--- src/rtl/core/bcr_pkg.sv ---
`timescale 1ns / 1ps
// ============================================================================
// bcr_pkg: shared types and constants of the buffered credit responder
// Holds the opcode codes, the frame record passed from the front end to the
// serialiser, and the sizes of the history, the frame and the frame queue.
// ============================================================================
package bcr_pkg;

    // Byte width used throughout the frame.
    localparam int BYTE_W = 8;

    // History slots carried in every frame, and how many of them hold data.
    localparam int HIST_SLOTS    = 5;
    localparam int HISTORY_DEPTH = 5;

    // Reply frame: four header bytes, the counter, the pairs, the checksum.
    localparam int HDR_BYTES  = 4;
    localparam int FRAME_LEN  = HDR_BYTES + 1 + 2 * HIST_SLOTS + 1;
    localparam int BODY_LEN   = FRAME_LEN - 1;
    localparam int IDX_W      = $clog2(FRAME_LEN);

    // Input stream: seven payload bytes in tdata, the opcode in tuser.
    localparam int IN_DATA_W = 7 * BYTE_W;
    localparam int OP_W      = 2;

    // Frame queue between the front end and the serialiser.
    localparam int QDEPTH  = 2;
    localparam int QPTR_W  = (QDEPTH > 1) ? $clog2(QDEPTH) : 1;
    localparam int QCNT_W  = $clog2(QDEPTH + 1);

    // Saturation limit of the pending credit counters.
    localparam logic [BYTE_W-1:0] CNT_MAX = {BYTE_W{1'b1}};

    // Credit and sorter codes pushed for a pulse-input credit.
    localparam logic [BYTE_W-1:0] PULSE_CREDIT = 8'd1;
    localparam logic [BYTE_W-1:0] PULSE_SORTER = 8'd0;

    typedef enum logic [OP_W-1:0] {
        OP_PULSE = 2'd0,
        OP_RESET = 2'd1,
        OP_POLL  = 2'd2
    } opcode_t;

    // Everything the serialiser needs to build one reply frame.
    typedef struct packed {
        logic [HDR_BYTES-1:0][BYTE_W-1:0]  hdr;
        logic [BYTE_W-1:0]                 count;
        logic [HIST_SLOTS-1:0][BYTE_W-1:0] credit;
        logic [HIST_SLOTS-1:0][BYTE_W-1:0] sorter;
    } frame_t;

    // Occupancy flags of the frame queue.
    typedef struct packed {
        logic full;
        logic empty;
    } q_stat_t;

endpackage

--- src/rtl/core/bcr_front.sv ---
`timescale 1ns / 1ps
// ============================================================================
// bcr_front: input side of the buffered credit responder
// Accepts input transfers, keeps the pending credit counts, the event counter
// and the credit/sorter history, and queues a frame record for every poll.
// ============================================================================
module bcr_front (
    input  logic                      clk,
    input  logic                      rst_n,
    input  logic                      s_axis_tvalid,
    output logic                      s_axis_tready,
    // tdata, from bit 0 up: hdr_dest, hdr_count, hdr_source, hdr_header,
    // acceptor_event, credit_code, sorter_code
    input  logic [bcr_pkg::IN_DATA_W-1:0] s_axis_tdata,
    // tuser: opcode
    input  logic [bcr_pkg::OP_W-1:0]  s_axis_tuser,
    input  bcr_pkg::q_stat_t          q_stat,
    output logic                      frame_push,
    output bcr_pkg::frame_t           frame_data
);
    import bcr_pkg::*;

    logic [BYTE_W-1:0] count_reg, count_next;
    logic [BYTE_W-1:0] last_ev_reg, last_ev_next;
    logic [BYTE_W-1:0] real_reg, real_next;
    logic [BYTE_W-1:0] pulse_reg, pulse_next;
    logic [HIST_SLOTS-1:0][BYTE_W-1:0] credit_reg, credit_next;
    logic [HIST_SLOTS-1:0][BYTE_W-1:0] sorter_reg, sorter_next;

    opcode_t           op;
    logic              accept;
    logic [BYTE_W-1:0] ev, cc, sc;
    logic [BYTE_W-1:0] real_bumped;
    logic              push_en;
    logic [BYTE_W-1:0] push_credit, push_sorter;

    // Field unpacking.
    assign op     = opcode_t'(s_axis_tuser);
    assign ev     = s_axis_tdata[4*BYTE_W +: BYTE_W];
    assign cc     = s_axis_tdata[5*BYTE_W +: BYTE_W];
    assign sc     = s_axis_tdata[6*BYTE_W +: BYTE_W];

    // Any input item waits while the frame queue has no room.
    assign s_axis_tready = ~q_stat.full;
    assign accept        = s_axis_tvalid & s_axis_tready;

    // Counter updates and the choice of which credit, if any, is pushed.
    always_comb
    begin
        count_next   = count_reg;
        last_ev_next = last_ev_reg;
        real_next    = real_reg;
        pulse_next   = pulse_reg;
        real_bumped  = real_reg;
        push_en      = 1'b0;
        push_credit  = PULSE_CREDIT;
        push_sorter  = PULSE_SORTER;
        frame_push   = 1'b0;
        if (accept)
        begin
            unique case (op)
                OP_PULSE:
                begin
                    if (pulse_reg != CNT_MAX)
                    begin
                        pulse_next = pulse_reg + 8'd1;
                    end
                end
                OP_RESET:
                begin
                    count_next = '0;
                end
                OP_POLL:
                begin
                    frame_push = 1'b1;
                    // A new acceptor event value queues one real credit.
                    if (ev != last_ev_reg)
                    begin
                        last_ev_next = ev;
                        if (real_reg != CNT_MAX)
                        begin
                            real_bumped = real_reg + 8'd1;
                        end
                    end
                    real_next = real_bumped;
                    if ((pulse_reg != '0) && (real_bumped == '0))
                    begin
                        pulse_next = pulse_reg - 8'd1;
                        push_en    = 1'b1;
                    end
                    else if (real_bumped != '0)
                    begin
                        real_next   = real_bumped - 8'd1;
                        push_en     = 1'b1;
                        push_credit = cc;
                        push_sorter = sc;
                    end
                    if (push_en)
                    begin
                        count_next = count_reg + 8'd1;
                    end
                end
                default:
                begin
                end
            endcase
        end
    end

    // History shift on a push, clearing on a reset poll.
    always_comb
    begin
        credit_next = credit_reg;
        sorter_next = sorter_reg;
        if (accept && (op == OP_RESET))
        begin
            credit_next = '0;
            sorter_next = '0;
        end
        else if (push_en)
        begin
            for (int k = 0; k < HIST_SLOTS; k++)
            begin
                if (k >= HISTORY_DEPTH)
                begin
                    credit_next[k] = '0;
                    sorter_next[k] = '0;
                end
                else if (k == 0)
                begin
                    credit_next[k] = push_credit;
                    sorter_next[k] = push_sorter;
                end
                else
                begin
                    credit_next[k] = credit_reg[k-1];
                    sorter_next[k] = sorter_reg[k-1];
                end
            end
        end
    end

    // The queued frame reflects the state after this poll's push.
    always_comb
    begin
        for (int k = 0; k < HDR_BYTES; k++)
        begin
            frame_data.hdr[k] = s_axis_tdata[k*BYTE_W +: BYTE_W];
        end
        frame_data.count  = count_next;
        frame_data.credit = credit_next;
        frame_data.sorter = sorter_next;
    end

    // State registers.
    always_ff @(posedge clk or negedge rst_n)
    begin
        if (!rst_n)
        begin
            count_reg   <= '0;
            last_ev_reg <= '0;
            real_reg    <= '0;
            pulse_reg   <= '0;
            credit_reg  <= '0;
            sorter_reg  <= '0;
        end
        else
        begin
            count_reg   <= count_next;
            last_ev_reg <= last_ev_next;
            real_reg    <= real_next;
            pulse_reg   <= pulse_next;
            credit_reg  <= credit_next;
            sorter_reg  <= sorter_next;
        end
    end

endmodule

--- src/rtl/core/bcr_queue.sv ---
`timescale 1ns / 1ps
// ============================================================================
// bcr_queue: frame record queue
// A short first-in first-out store of frame records that lets the front end
// take further items while the serialiser is still sending a frame.
// ============================================================================
module bcr_queue (
    input  logic              clk,
    input  logic              rst_n,
    input  logic              push,
    input  bcr_pkg::frame_t   push_data,
    input  logic              pop,
    output bcr_pkg::frame_t   head_data,
    output bcr_pkg::q_stat_t  stat
);
    import bcr_pkg::*;

    frame_t              entry_reg [QDEPTH];
    logic [QPTR_W-1:0]   wr_ptr_reg, wr_ptr_next;
    logic [QPTR_W-1:0]   rd_ptr_reg, rd_ptr_next;
    logic [QCNT_W-1:0]   cnt_reg, cnt_next;
    logic                do_push, do_pop;

    assign stat.full  = (cnt_reg == QCNT_W'(QDEPTH));
    assign stat.empty = (cnt_reg == '0);
    assign do_push    = push & ~stat.full;
    assign do_pop     = pop & ~stat.empty;
    assign head_data  = entry_reg[rd_ptr_reg];

    // Pointer and fill count updates, wrapping at the queue depth.
    always_comb
    begin
        wr_ptr_next = wr_ptr_reg;
        rd_ptr_next = rd_ptr_reg;
        cnt_next    = cnt_reg;
        if (do_push)
        begin
            wr_ptr_next = (wr_ptr_reg == QPTR_W'(QDEPTH - 1)) ? '0 : wr_ptr_reg + 1'b1;
        end
        if (do_pop)
        begin
            rd_ptr_next = (rd_ptr_reg == QPTR_W'(QDEPTH - 1)) ? '0 : rd_ptr_reg + 1'b1;
        end
        if (do_push && !do_pop)
        begin
            cnt_next = cnt_reg + 1'b1;
        end
        else if (do_pop && !do_push)
        begin
            cnt_next = cnt_reg - 1'b1;
        end
    end

    // Control registers.
    always_ff @(posedge clk or negedge rst_n)
    begin
        if (!rst_n)
        begin
            wr_ptr_reg <= '0;
            rd_ptr_reg <= '0;
            cnt_reg    <= '0;
        end
        else
        begin
            wr_ptr_reg <= wr_ptr_next;
            rd_ptr_reg <= rd_ptr_next;
            cnt_reg    <= cnt_next;
        end
    end

    // Entry storage, written at the tail only.
    always_ff @(posedge clk)
    begin
        if (do_push)
        begin
            entry_reg[wr_ptr_reg] <= push_data;
        end
    end

endmodule

--- src/rtl/core/bcr_back.sv ---
`timescale 1ns / 1ps
// ============================================================================
// bcr_back: reply frame serialiser
// Sends the frame record at the head of the queue one byte per transfer and
// appends the two's-complement checksum, accumulated as the bytes go out.
// ============================================================================
module bcr_back (
    input  logic                     clk,
    input  logic                     rst_n,
    input  bcr_pkg::frame_t          head_data,
    input  bcr_pkg::q_stat_t         q_stat,
    output logic                     pop,
    output logic                     m_axis_tvalid,
    input  logic                     m_axis_tready,
    // tdata: reply_byte
    output logic [bcr_pkg::BYTE_W-1:0] m_axis_tdata,
    output logic                     m_axis_tlast
);
    import bcr_pkg::*;

    logic [IDX_W-1:0]  idx_reg, idx_next;
    logic [BYTE_W-1:0] sum_reg, sum_next;
    logic              out_valid_reg, out_valid_next;
    logic [BYTE_W-1:0] out_data_reg, out_data_next;
    logic              out_last_reg, out_last_next;
    logic [BYTE_W-1:0] body [BODY_LEN];
    logic [BYTE_W-1:0] cur_byte;
    logic              load, at_end;

    // Frame body laid out in sending order.
    always_comb
    begin
        for (int k = 0; k < HDR_BYTES; k++)
        begin
            body[k] = head_data.hdr[k];
        end
        body[HDR_BYTES] = head_data.count;
        for (int k = 0; k < HIST_SLOTS; k++)
        begin
            body[HDR_BYTES + 1 + 2*k] = head_data.credit[k];
            body[HDR_BYTES + 2 + 2*k] = head_data.sorter[k];
        end
    end

    // The output register takes a new byte whenever it is empty or drained.
    assign load     = ~q_stat.empty & (~out_valid_reg | m_axis_tready);
    assign at_end   = (idx_reg == IDX_W'(FRAME_LEN - 1));
    assign cur_byte = at_end ? (BYTE_W'(0) - sum_reg) : body[idx_reg];
    assign pop      = load & at_end;

    always_comb
    begin
        idx_next       = idx_reg;
        sum_next       = sum_reg;
        out_valid_next = out_valid_reg;
        out_data_next  = out_data_reg;
        out_last_next  = out_last_reg;
        if (load)
        begin
            out_valid_next = 1'b1;
            out_data_next  = cur_byte;
            out_last_next  = at_end;
            idx_next       = at_end ? '0 : idx_reg + 1'b1;
            // Running sum restarts with the first byte of each frame.
            sum_next       = (idx_reg == '0) ? cur_byte : sum_reg + cur_byte;
        end
        else if (m_axis_tready)
        begin
            out_valid_next = 1'b0;
            out_last_next  = 1'b0;
        end
    end

    // Control registers.
    always_ff @(posedge clk or negedge rst_n)
    begin
        if (!rst_n)
        begin
            idx_reg       <= '0;
            out_valid_reg <= 1'b0;
            out_last_reg  <= 1'b0;
        end
        else
        begin
            idx_reg       <= idx_next;
            out_valid_reg <= out_valid_next;
            out_last_reg  <= out_last_next;
        end
    end

    // Payload registers.
    always_ff @(posedge clk)
    begin
        sum_reg      <= sum_next;
        out_data_reg <= out_data_next;
    end

    assign m_axis_tvalid = out_valid_reg;
    assign m_axis_tdata  = out_data_reg;
    assign m_axis_tlast  = out_last_reg;

`ifndef SYNTH
    // The frame end marker is only ever shown with a valid byte.
    assert property (@(posedge clk) disable iff (!rst_n)
        out_last_reg |-> out_valid_reg)
        else $error("bcr_back: tlast without tvalid");

    // Once the checksum byte is loaded, the next frame starts at byte zero.
    assert property (@(posedge clk) disable iff (!rst_n)
        out_last_reg |-> (idx_reg == '0))
        else $error("bcr_back: byte index not rewound after checksum");

    // Part way through a frame its record must still be at the queue head.
    assert property (@(posedge clk) disable iff (!rst_n)
        (idx_reg != '0) |-> !q_stat.empty)
        else $error("bcr_back: frame record lost mid-frame");
`endif

endmodule

--- src/rtl/core/buffered_credit_responder.sv ---
`timescale 1ns / 1ps
// ============================================================================
// buffered_credit_responder: buffered credit poll responder
// Merges pulse credits and coin acceptor events into a credit history and
// answers each poll with a 16-byte reply frame ending in a checksum.
// ============================================================================
// Pulse credit and reset poll items produce no output. A buffered credit
// poll produces a 16-byte reply frame, sent one byte per cycle from an
// output register while the receiver takes each byte, and further items
// are accepted while the frame is sent. The front end updates the credit
// state in the cycle an item is accepted and places the frame record in a
// two-entry queue; with the serialiser idle, the record is registered in
// the queue and then in the output register, which presents the first
// byte. The input stalls only while that queue is full.
module buffered_credit_responder (
    input  logic                          clk,
    input  logic                          rst_n,
    input  logic                          s_axis_tvalid,
    output logic                          s_axis_tready,
    // tdata, from bit 0 up: hdr_dest, hdr_count, hdr_source, hdr_header,
    // acceptor_event, credit_code, sorter_code
    input  logic [bcr_pkg::IN_DATA_W-1:0] s_axis_tdata,
    // tuser: opcode
    input  logic [bcr_pkg::OP_W-1:0]      s_axis_tuser,
    output logic                          m_axis_tvalid,
    input  logic                          m_axis_tready,
    // tdata: reply_byte
    output logic [bcr_pkg::BYTE_W-1:0]    m_axis_tdata,
    // tlast: last_byte
    output logic                          m_axis_tlast
);
    import bcr_pkg::*;

    logic    frame_push;
    frame_t  frame_data;
    frame_t  head_data;
    q_stat_t q_stat;
    logic    frame_pop;

    // Item acceptance and state update.
    bcr_front u_front (
        .clk           (clk),
        .rst_n         (rst_n),
        .s_axis_tvalid (s_axis_tvalid),
        .s_axis_tready (s_axis_tready),
        .s_axis_tdata  (s_axis_tdata),
        .s_axis_tuser  (s_axis_tuser),
        .q_stat        (q_stat),
        .frame_push    (frame_push),
        .frame_data    (frame_data)
    );

    // Frame records waiting to be sent.
    bcr_queue u_queue (
        .clk       (clk),
        .rst_n     (rst_n),
        .push      (frame_push),
        .push_data (frame_data),
        .pop       (frame_pop),
        .head_data (head_data),
        .stat      (q_stat)
    );

    // Byte serialiser and checksum.
    bcr_back u_back (
        .clk           (clk),
        .rst_n         (rst_n),
        .head_data     (head_data),
        .q_stat        (q_stat),
        .pop           (frame_pop),
        .m_axis_tvalid (m_axis_tvalid),
        .m_axis_tready (m_axis_tready),
        .m_axis_tdata  (m_axis_tdata),
        .m_axis_tlast  (m_axis_tlast)
    );

endmodule

--- config.mk ---
export PLATFORM = sky130hd
export DESIGN_NAME = buffered_credit_responder
export DESIGN_NICKNAME = d
export VERILOG_FILES = /design/src/rtl/core/bcr_pkg.sv /design/src/rtl/core/bcr_front.sv /design/src/rtl/core/bcr_queue.sv /design/src/rtl/core/bcr_back.sv /design/src/rtl/core/buffered_credit_responder.sv
export SDC_FILE = /design/constraint.sdc
export NUM_CORES = 1
export LEC_CHECK = 0
export ABC_AREA = 1
export BUFFER_PORTS_ARGS = -buffer_cell sky130_fd_sc_hd__buf_2
export CORE_UTILIZATION = 60
export CTS_CLUSTER_SIZE = 8
export DETAILED_ROUTE_END_ITERATION = 6
export PLACE_DENSITY = 0.78
export SETUP_SLACK_MARGIN = 0.15
export SYNTH_ARGS = -nofsm -noshare
export SYNTH_HDL_FRONTEND = slang
export SYNTH_SLANG_ARGS = --single-unit
export TNS_END_PERCENT = 20
--- constraint.sdc ---
create_clock -name clk -period 8.25 [get_ports clk]
set_input_delay 0.4125 -clock clk [delete_from_list [all_inputs] [get_ports clk]]
set_output_delay 0.4125 -clock clk [all_outputs]
set_load 0.01 [all_outputs]
==> Word level (Yosys, flattened, before mapping) <==
Memories as Yosys holds them, arrays and structs flattened.
Cells that the tools add are included.
{ "totals": {"reg_bits": 138, "latch_bits": 0, "ram_bits": 240, "mem_bits_ro": 0, "in_bits": 62, "out_inout_bits": 11, "word_cells": 120, "mem_count": 1} }
{ "mem_list": {"columns": ["name", "depth", "width", "read_ports", "rd_clocked_by_memory_dff", "wr", "line", "source"], "rows": [
  ["u_queue.entry_reg", 2, 120, 1, 0, 1, "bcr_queue.sv:18", "frame_t entry_reg [QDEPTH];"]
]} }
{ "op_classes": {"add_sub_neg": 12, "multipliers": 0, "n_div": 0, "order_cmp": 1, "n_eq_ne": 9, "shifts": 0, "n_mux": 47, "bitwise": 10, "n_reduce_logical": 18} }
{ "op_table": {"columns": ["cell", "count"], "rows": [
  ["$mux 8", 22],
  ["$mux 40", 4],
  ["$bmux 8 s4", 1],
  ["$pmux 8 s2", 2],
  ["$add 8x1->8 const B", 3],
  ["$ne 8x8->1 const B", 2],
  ["$reduce_bool 8->1", 2],
  ["$sub 8x1->8 const B", 2],
  ["$mux 1", 15],
  ["$add 8x8->8", 1],
  ["$logic_not 8->1", 1],
  ["$ne 8x8->1", 1],
  ["$sub 1x8->8 const A", 1],
  ["$reduce_bool 2->1", 3],
  ["$and 1x1->1", 5],
  ["$ge 5x5->1 const B", 1],
  ["$not 4->5", 1],
  ["$add 4x1->4 const B", 1],
  ["$eq 2x2->1 const B", 2],
  ["$eq 4x4->1 const B", 1],
  ["$logic_and 1x1->1", 4],
  ["$logic_not 2->1", 2],
  ["$logic_not 4->1", 1],
  ["$mux 2", 2],
  ["other kinds (12)", 17]
]} }

==> Logic depth before layout (Yosys ltp) <==
Gate-level depths: netlist of run 1.
{ "logic_depth": {"ltp_word": 14, "depth_mapped": 23, "depth_no_buf": 20} }

==> Hierarchy <==
Synthesis of run 1 repeated with hierarchy kept, for this count alone.
{ "unflattened": {"hier_cells": 1837, "area_unflattened_um2": 17635.7} }
{ "modules_own_cells": {"columns": ["mod", "instances", "cells_per_inst", "area_per_inst_um2", "seq_area_each_um2"], "rows": [
  ["bcr_queue", 1, 659, 8998.6, 7307.0],
  ["bcr_front", 1, 710, 5925.7, 2802.7],
  ["bcr_back", 1, 468, 2711.4, 630.6]
]} }

==> Worst setup path after synthesis of run 1 <==
Ideal clock, no wire load.
{ "synth_timing": {"kind": "input-to-reg", "startpoint": "input s_axis_tuser[0] (netlist name)", "endpoint": "memory u_queue.entry_reg[0][0] (netlist name) (enable)", "setup_ns": 0.601, "arrival_time_ns": 6.443, "required_time_ns": 7.649, "setup_slack_ns": 1.206, "path_stages": 7, "path_buffers": 1, "cell_sequence": "inv_1 ha_1 clkbuf_2 inv_1 nor2_2 inv_1 nor2_1"} }
{ "synth_via": {"elab_chain_len": 6} }
{ "synth_lines": {"columns": ["element", "line", "source"], "rows": [
  ["start: declaration", "buffered_credit_responder.sv:24", "input logic [bcr_pkg::OP_W-1:0] s_axis_tuser,"],
  ["$eq 2x2->1", "bcr_front.sv:61", "unique case (op)"],
  ["$mux 1", "bcr_front.sv:61", null],
  ["$mux 1", "bcr_front.sv:59", "if (accept)"],
  ["$and 1x1->1", "bcr_queue.sv:26", "assign do_push = push & ~stat.full;"],
  ["$mux 1", "bcr_queue.sv:74", "if (do_push)"],
  ["$mux 1 (implied by the code)", "bcr_queue.sv:76", "entry_reg[wr_ptr_reg] <= push_data;"],
  ["end: declaration", "bcr_queue.sv:18", null]
]} }
Every way passes these cells.

==> Worst setup path in the final report of run 1 <==
{ "layout_timing": {"startpoint": "register u_queue.rd_ptr_reg", "endpoint": "register u_back.sum_reg[7], data pin"} }
{ "layout_via": {"elab_chain_len": 7} }
{ "layout_lines": {"columns": ["element", "line", "source"], "rows": [
  ["start: declaration", "bcr_queue.sv:20", "logic [QPTR_W-1:0] rd_ptr_reg, rd_ptr_next;"],
  ["start signal: assignment", "bcr_queue.sv:66", "rd_ptr_reg <= rd_ptr_next;"],
  ["$mem_v2 2x120", null, null],
  ["$bmux 8 s4", "bcr_back.sv:48", "assign cur_byte = at_end ? (BYTE_W'(0) - sum_reg) : body[idx_reg];"],
  ["$mux 8 (implied by the code) (2 in a row)", "bcr_back.sv:48", null],
  ["$mux 8", "bcr_back.sv:48", null],
  ["named net u_back.cur_byte[6]", "bcr_back.sv:27", "logic [BYTE_W-1:0] cur_byte;"],
  ["$add 8x8->8", "bcr_back.sv:65", "sum_next = (idx_reg == '0) ? cur_byte : sum_reg + cur_byte;"],
  ["$mux 8", "bcr_back.sv:65", null],
  ["end signal: assignment", "bcr_back.sv:94", "sum_reg <= sum_next;"],
  ["end: declaration", "bcr_back.sv:22", "logic [BYTE_W-1:0] sum_reg, sum_next;"]
]} }
The timed path passes the listed nets, and every way through them passes these cells. The select of a mux whose other input is x is not followed.
A chain may end at the register's enable or synchronous reset.

==> reports/results.tsv, run 1 <==
stage	metric	value	unit
synth	avgSynthCellArea	10.6	sq um
global_routing	grt_overflow	0	
status	status	completed	
synth	async_flop_share	32.3	%
cts	hold_buffers	1	
synth	synth_top_area_share	46.2	%
routing	drc	0	
global_routing	grt_pass1_vias	12100	
cts	cts_setup_buffers	0	
sta	slew_viol_final	0	
synth	synthTopCellsByCount	nand2_1 (265), edfxtp_1 (256), nor2_1 (174), o21ai_0 (156), nand3_1 (137)	
sta	clock_skew	0.0191	ns
setup_path	crit_slowest_cell	buf_4	
synth	synthTopCellsByArea	edfxtp_1 (46%), dfrtp_1 (18%), nand2_1 (6.0%)	
synth	yosys.area.top_type	edfxtp_1	
sta	hold-worst-slack	0.0413	ns
synth	yosysWarnings	0	
cts	clock_latency	0.56	ns
routing	vias_per_cell	6.03	
layout	fillCellCount	1928	
power_and_ir_drop	vdd_drop_max	0.181	mV
floorplan	ios	73	
layout	layout.nets	1720	
floorplan	die-width	168	microns
global_routing	antenna_found_initial	0	
power_and_ir_drop	p_leak	7.47	nW
placed_design	io_buffers	72	
synth	synth_cell_types	42	
sta	max_freq	0.211	GHz
setup_path	r2r_setup_slack	3.51	ns
layout	register_area	0.0107	sq mm
routing	first_pass_iters	7	
layout	largest_reg_flops	240	
global_routing	grtUsageTotal	28.9	%
global_routing	grt_max_degree	87	
synth	synth_nets	1656	
cts	cts_tree	yes	
routing	drt_first_iter_violations	1471	
setup_path	crit_chain	clkinv_2, buf_4, o21ai_0, o22ai_1, nand2_1, a31oi_1, nor2_1, a21oi_1, ha_1, nand2_1, inv_1, nand4_1, o211ai_1, o21ai_0, a21oi_1, nand3b_1, nand2_1, inv_1	
setup_path	end_kind	flip-flop	
cts	htree_levels	2	
floorplan	die_y	168	microns
hold_path	hp-class	in2reg	
sta	hold_violations	0	
routing	vias	12400	
layout	area_growth	13.1	%
synth	netlist_area	0.0166	sq mm
layout	multi_input_area	0.00516	sq mm
cts	cts_root_buffer	clkbuf_16	
setup_path	max_stage_delay	0.75	ns
sta	setup_viol_count_final	0	
setup_path	timing_worst_setup_path_type	reg2reg	
sta	post-route-period-util	57.4	%
cts	ctsLongestPathBuffers	3	
cts	cts_sinks	378	
sta	finalWorstSetupSlack	3.51	ns
synth	seq_area_frac_synth	64.6	%
layout	diodes	0	
sta	slew_headroom	34.7	%
setup_path	path_common_cell	nand2_1	
layout	final_util	69.4	%
sta	fin_crit	4.74	ns
global_routing	grt_pass1_wl	64400	microns
cts	post_cts_resize_count	0	
synth	synth_cells	1568	
routing	antenna_left	0	
job	maxCapViolations	0	
sta	tightest_slew	0.980	ns
floorplan	start_util	61.4	%
sta	rsz0062_at_grt	false	
synth	ys_seq_elements	378	
cts	cts.clk_slew.worst_paths	0.05	ns
power_and_ir_drop	p_per_area	374	mW/mm^2
layout	drive_gt1_share	10.6	%
synth	synth_most_common_cell	nand2_1	
setup_path	required	8.57	ns
placed_design	dp_slack	3.70	ns
floorplan	rows	60	
synth	ys.flop_type	edfxtp_1	
sta	tns	0	ns
setup_path	crit_path_start_kind	flip-flop	
setup_path	critPathMaxFanout	86	
placed_design	dp_hpwl	23600	microns
routing	wire_per_inst	19.6	microns
placed_design	gp_congestion	0.876	
power_and_ir_drop	total_power	7.03	mW
synth	synth-edff-count	256	
floorplan	die-area	0.0284	sq mm
setup_path	worstPathArrival	5.05	ns
cts	numCtsBuffers	53	
floorplan	coreArea	0.0271	sq mm
routing	wl	40200	microns
-- critical path: cells and delay by family (launching register included) --
family / cells / cell delay (ns)
fa+ha+maj: 1 / 0.38
compound gates: 7 / 1.46
buf+inv: 4 / 1.25
simple gates: 6 / 0.62
flops: 1 / 0.67
-- final cells by class --
| cell class | count | share of cell area [%] |
|---|---|---|
| clock buffer | 97 | 8.04 |
| clock inverter | 3 | 0.352 |
| inverter | 93 | 1.86 |
| multi-input combinational | 1015 | 27.4 |
| sequential | 378 | 57.1 |
| tap | 372 | 2.47 |
| timing repair buffer | 91 | 2.72 |
-- logic make-up after synthesis --
family	after synthesis	synth area share, %
AND/OR/NAND/NOR	619	16.0
flip-flops	378	64.6
AO/OA/AOI/OAI	342	11.4
buffers and inverters	175	4.52
adder cells (fa/ha/maj)	26	2.05
XOR/XNOR	25	1.32
multiplexers	3	0.203
-- where the power goes --
part | internal, mW | total (mW) | switching, mW
Combinational | 0.729 | 2.31 | 1.58
Sequential | 2.46 | 2.69 | 0.224
Clock | 1.26 | 2.04 | 0.783
Total | 4.45 | 7.03 | 2.59
-- worst paths after layout --
path / startpoint / to / cells after the start
hold / removal: s_axis_tdata[5] / u_queue.entry_reg[0][93] / 1
max in group asynchronous: rst_n / u_front.credit_reg[15] / 3
setup / recovery: u_queue.rd_ptr_reg / u_back.sum_reg[7] / 18
hold reg to reg: u_queue.cnt_reg[0] / u_queue.cnt_reg[0] / 1
min in group asynchronous: rst_n / u_front.real_reg[6] / 2
setup reg to reg: u_queue.rd_ptr_reg / u_back.sum_reg[7] / 18
-- per-stage QoR --
stage	std cells	area (sq um)
2_1_floorplan	1568	16600
3_3_place_gp	1948	17200
3_5_place_dp	1948	17200
4_1_cts	2049	18800
5_1_grt	2049	18800
6_report	2049	18800
-- layer usage --
layer	global-route usage (%)	wire length [microns]	vias to the layer above
met5	0	0	-
met4	9.29	1000	0
met3	4.56	2840	82
met2	47.6	19800	536
met1	39.8	16600	6114
li1	-	-	5633
-- cell usage in the layout, fill, tap and decap left out, types with 54 or more instances in the layout --
cell type / synthesis / final
edfxtp_1: 256 / 256
nor2_1: 174 / 172
a21oi_1: 109 / 108
nand3_1: 137 / 137
o21ai_0: 156 / 156
inv_1: 89 / 88
buf_2: 15 / 71
clkbuf_16: 0 / 54
dfrtp_1: 122 / 120
nand2_1: 265 / 265
Power figures use the tool's default switching activity.
==> run 2: changes to the inputs <==
- ABC_AREA: 1 -> 0
- CORE_UTILIZATION: 60 -> 55
- PLACE_DENSITY: 0.78 -> 0.75
- clock period: 8.25 -> 4.3 ns (I/O delays scaled with it)
==> run 2 against run 1 <==
Combinational power rose by 60%. Global-route usage decreased by 5.5 points. Critical path depth decreased by 4. Sequential power grew 90%. Setup slack worse by 3.1 ns. Via count shrank 22%. Non-clock buffer count grew 68. Sequential share of layout area is 1.4 points lower. First-iteration DRC count is 43% lower. Synthesized cell count decreased by 34%. Critical endpoint is now u_queue.entry_reg[1][55]. Highest routed layer unchanged.
==> reports/results.tsv, run 2 <==
stage	metric	value	unit
layout	drive_gt1_share	21.4	%
layout	diodes	0	
synth	synthTopCellsByCount	edfxtp_1 (256), dfrtp_1 (122), nor2_1 (115), mux2i_1 (88), mux4_2 (64)	
sta	tightest_slew	1.02	ns
routing	drt_first_iter_violations	835	
cts	cts.clk_slew.worst_paths	0.05	ns
layout	layout_common_cells	edfxtp_1 (256), dfrtp_1 (120), nor2_1 (114), mux2i_1 (87), buf_2 (71)	
sta	fin_crit	3.92	ns
sta	slew_viol_final	0	
sta	clock_skew	0.0478	ns
synth	synth-compound-area-share	5.49	%
synth	synth-edff-count	256	
synth	synth-simple-area-share	6.40	%
floorplan	die-width	174	microns
placed_design	dpl_cell_area	0.0171	sq mm
floorplan	die_y	174	microns
setup_path	critPathLaunch	u_front.real_reg[0]	
layout	multi_input_area	0.00515	sq mm
layout	fillCellCount	1908	
synth	synth_adder_area_share	2.09	%
layout	register_area	0.0107	sq mm
routing	first_pass_iters	5	
sta	hold-worst-slack	0.0264	ns
power_and_ir_drop	p_per_area	655	mW/mm^2
placed_design	gp_congestion	0.860	
setup_path	path_delay_family	simple AND/OR/NAND/NOR gates	
setup_path	crit_slowest_cell	dfrtp_1	
hold_path	min_from	s_axis_tdata[41]	
synth	synth_most_common_cell	edfxtp_1	
layout	largest_reg_flops	240	
synth	avgSynthCellArea	15.6	sq um
floorplan	die-area	0.0303	sq mm
global_routing	grt_pass1_vias	9891	
hold_path	hold_path_depth	3	
synth	ys_seq_elements	378	
setup_path	timing_worst_setup_path_type	reg2reg	
cts	clock_latency	0.58	ns
floorplan	start_util	56.3	%
global_routing	antenna_found_initial	0	
setup_path	crit_chain	ha_1, nand3_1, nor2_1, a21oi_2, mux2i_1, ha_1, nor2b_1, mux2i_1, or2_0, o31ai_4, buf_4, buf_8, mux2i_1, nor2_1	
synth	synth_top_area_share	47.2	%
synth	seq_area_frac_synth	65.9	%
hold_path	hp-class	in2reg	
setup_path	required	4.61	ns
routing	vias_per_cell	5.87	
power_and_ir_drop	p_leak	7.90	nW
cts	numCtsBuffers	53	
routing	drc	0	
placed_design	io_buffers	72	
synth	synth_cells	1041	
synth	async_flop_share	32.3	%
cts	cts_root_buffer	clkbuf_16	
cts	cts_sinks	378	
sta	rsz0062_at_grt	true	
hold_path	hold_path_end	u_front.credit_reg[1]	
routing	vias	9584	
floorplan	ios	73	
global_routing	grtUsageTotal	23.4	%
routing	antenna_left	0	
setup_path	critPathBufInv	2	
setup_path	reg2reg_from	u_front.real_reg[0]	
sta	hold_violations	0	
sta	max_freq	0.255	GHz
sta	setup_viol_count_final	0	
job	maxCapViolations	0	
setup_path	crit_path_start_kind	flip-flop	
placed_design	dp_hpwl	20600	microns
synth	netlist_area	0.0163	sq mm
synth	muxShareOfSynthArea	15.4	%
setup_path	critPathMaxFanout	35	
sta	tns	0	ns
sta	slew_headroom	31.9	%
setup_path	r2r-end	u_queue.entry_reg[1][55]	
floorplan	rows	62	
cts	ctsLongestPathBuffers	3	
synth	synth_xor_area_share	2.15	%
synth	synth_nets	1129	
setup_path	max_stage_delay	0.46	ns
setup_path	worstPathArrival	4.23	ns
sta	post-route-period-util	91.3	%
setup_path	r2r_setup_slack	0.38	ns
layout	final_common_cell	edfxtp_1	
routing	wl	34700	microns
global_routing	grt_overflow	0	
synth	synth_top_family_by_area	multiplexers	
setup_path	end_kind	flip-flop	
global_routing	grt_pass1_wl	54500	microns
global_routing	grt_max_degree	121	
cts	htree_levels	2	
synth	synth_cell_types	67	
layout	fin_area	0.0193	sq mm
layout	area_growth	18.5	%
layout	layout.nets	1292	
status	status	completed	
synth	yosys.area.top_type	edfxtp_1	
routing	wire_per_inst	21.3	microns
setup_path	path_common_cell	mux2i_1	
setup_path	r2r_cells	14	
power_and_ir_drop	vdd_drop_max	0.362	mV
cts	cts_tree	yes	
floorplan	coreArea	0.0289	sq mm
synth	synthTopCellsByArea	edfxtp_1 (47%), dfrtp_1 (19%), mux4_2 (8.9%)	
synth	yosysWarnings	0	
synth	ys.flop_type	edfxtp_1	
run 2: logic make-up (layout without fill, tap and decap cells):
group,count (synthesis),count (layout)
XOR/XNOR,40,40
AND/OR/NAND/NOR,225,225
AO/OA/AOI/OAI,129,129
adder cells (fa/ha/maj),26,26
buffers and inverters,75,283
flip-flops,378,378
multiplexers,168,168
run 2: worst reg2reg max path, stage by stage (launching register included):
cell     delay, ns
dfrtp_1       0.46
ha_1          0.31
nand3_1       0.17
nor2_1        0.10
a21oi_2       0.28
mux2i_1       0.34
ha_1          0.22
nor2b_1       0.13
mux2i_1       0.09
or2_0         0.33
o31ai_4       0.32
buf_4         0.21
buf_8         0.33
mux2i_1       0.27
nor2_1        0.09
run 2: layout make-up:
| type | count | area share (%) |
|---|---|---|
| sequential | 378 | 55.7 |
| multi-input combinational | 588 | 26.7 |
| clock buffer | 96 | 7.71 |
| timing repair buffer | 159 | 6.53 |
| tap | 384 | 2.49 |
| inverter | 24 | 0.467 |
| clock inverter | 4 | 0.402 |
run 2: power by group:
group,switching (mW),internal (mW)
clock network,1.50,2.33
registers,0.418,4.70
logic,1.99,1.70
total,3.90,8.73
run 2: metal layers:
metal / part of all wire (%) / GRT usage, % / vias to the layer above
met5: 0 / 0 / -
met4: 1.9 / 6.87 / 0
met3: 6.6 / 4.55 / 55
met2: 50 / 37.6 / 345
met1: 42 / 32.7 / 4866
li1: - / - / 4318
run 2: through the flow:
stage	total power [mW]	cells	utilization, %	worst slack, ns
6_report	12.6	1633	66.7	0.375
5_1_grt	13.3	1633	66.7	0.131
4_1_cts	12.6	1626	66.3	0.198
3_5_place_dp	8.71	1477	59.2	0.319
3_3_place_gp	8.59	1477	59.2	0.374
2_1_floorplan	7.64	1041	-	-0.00987
run 2: worst max path at each step:
stage / end / cells past startpoint
global route: u_queue.entry_reg[1][77] / 14
floorplan: u_queue.entry_reg[1][0] / 5
CTS: u_queue.entry_reg[0][52] / 13
global placement: u_back.sum_reg[7] / 12
detailed placement: u_back.sum_reg[7] / 12
finish: u_queue.entry_reg[1][55] / 14
run 2: repair_timing:
action	in CTS	in global routing
hold buffers	49	0
endpoints found under the hold margin	152	0
buffers inserted	0	4
gates resized for setup	0	7
endpoints found under the setup margin	0	175
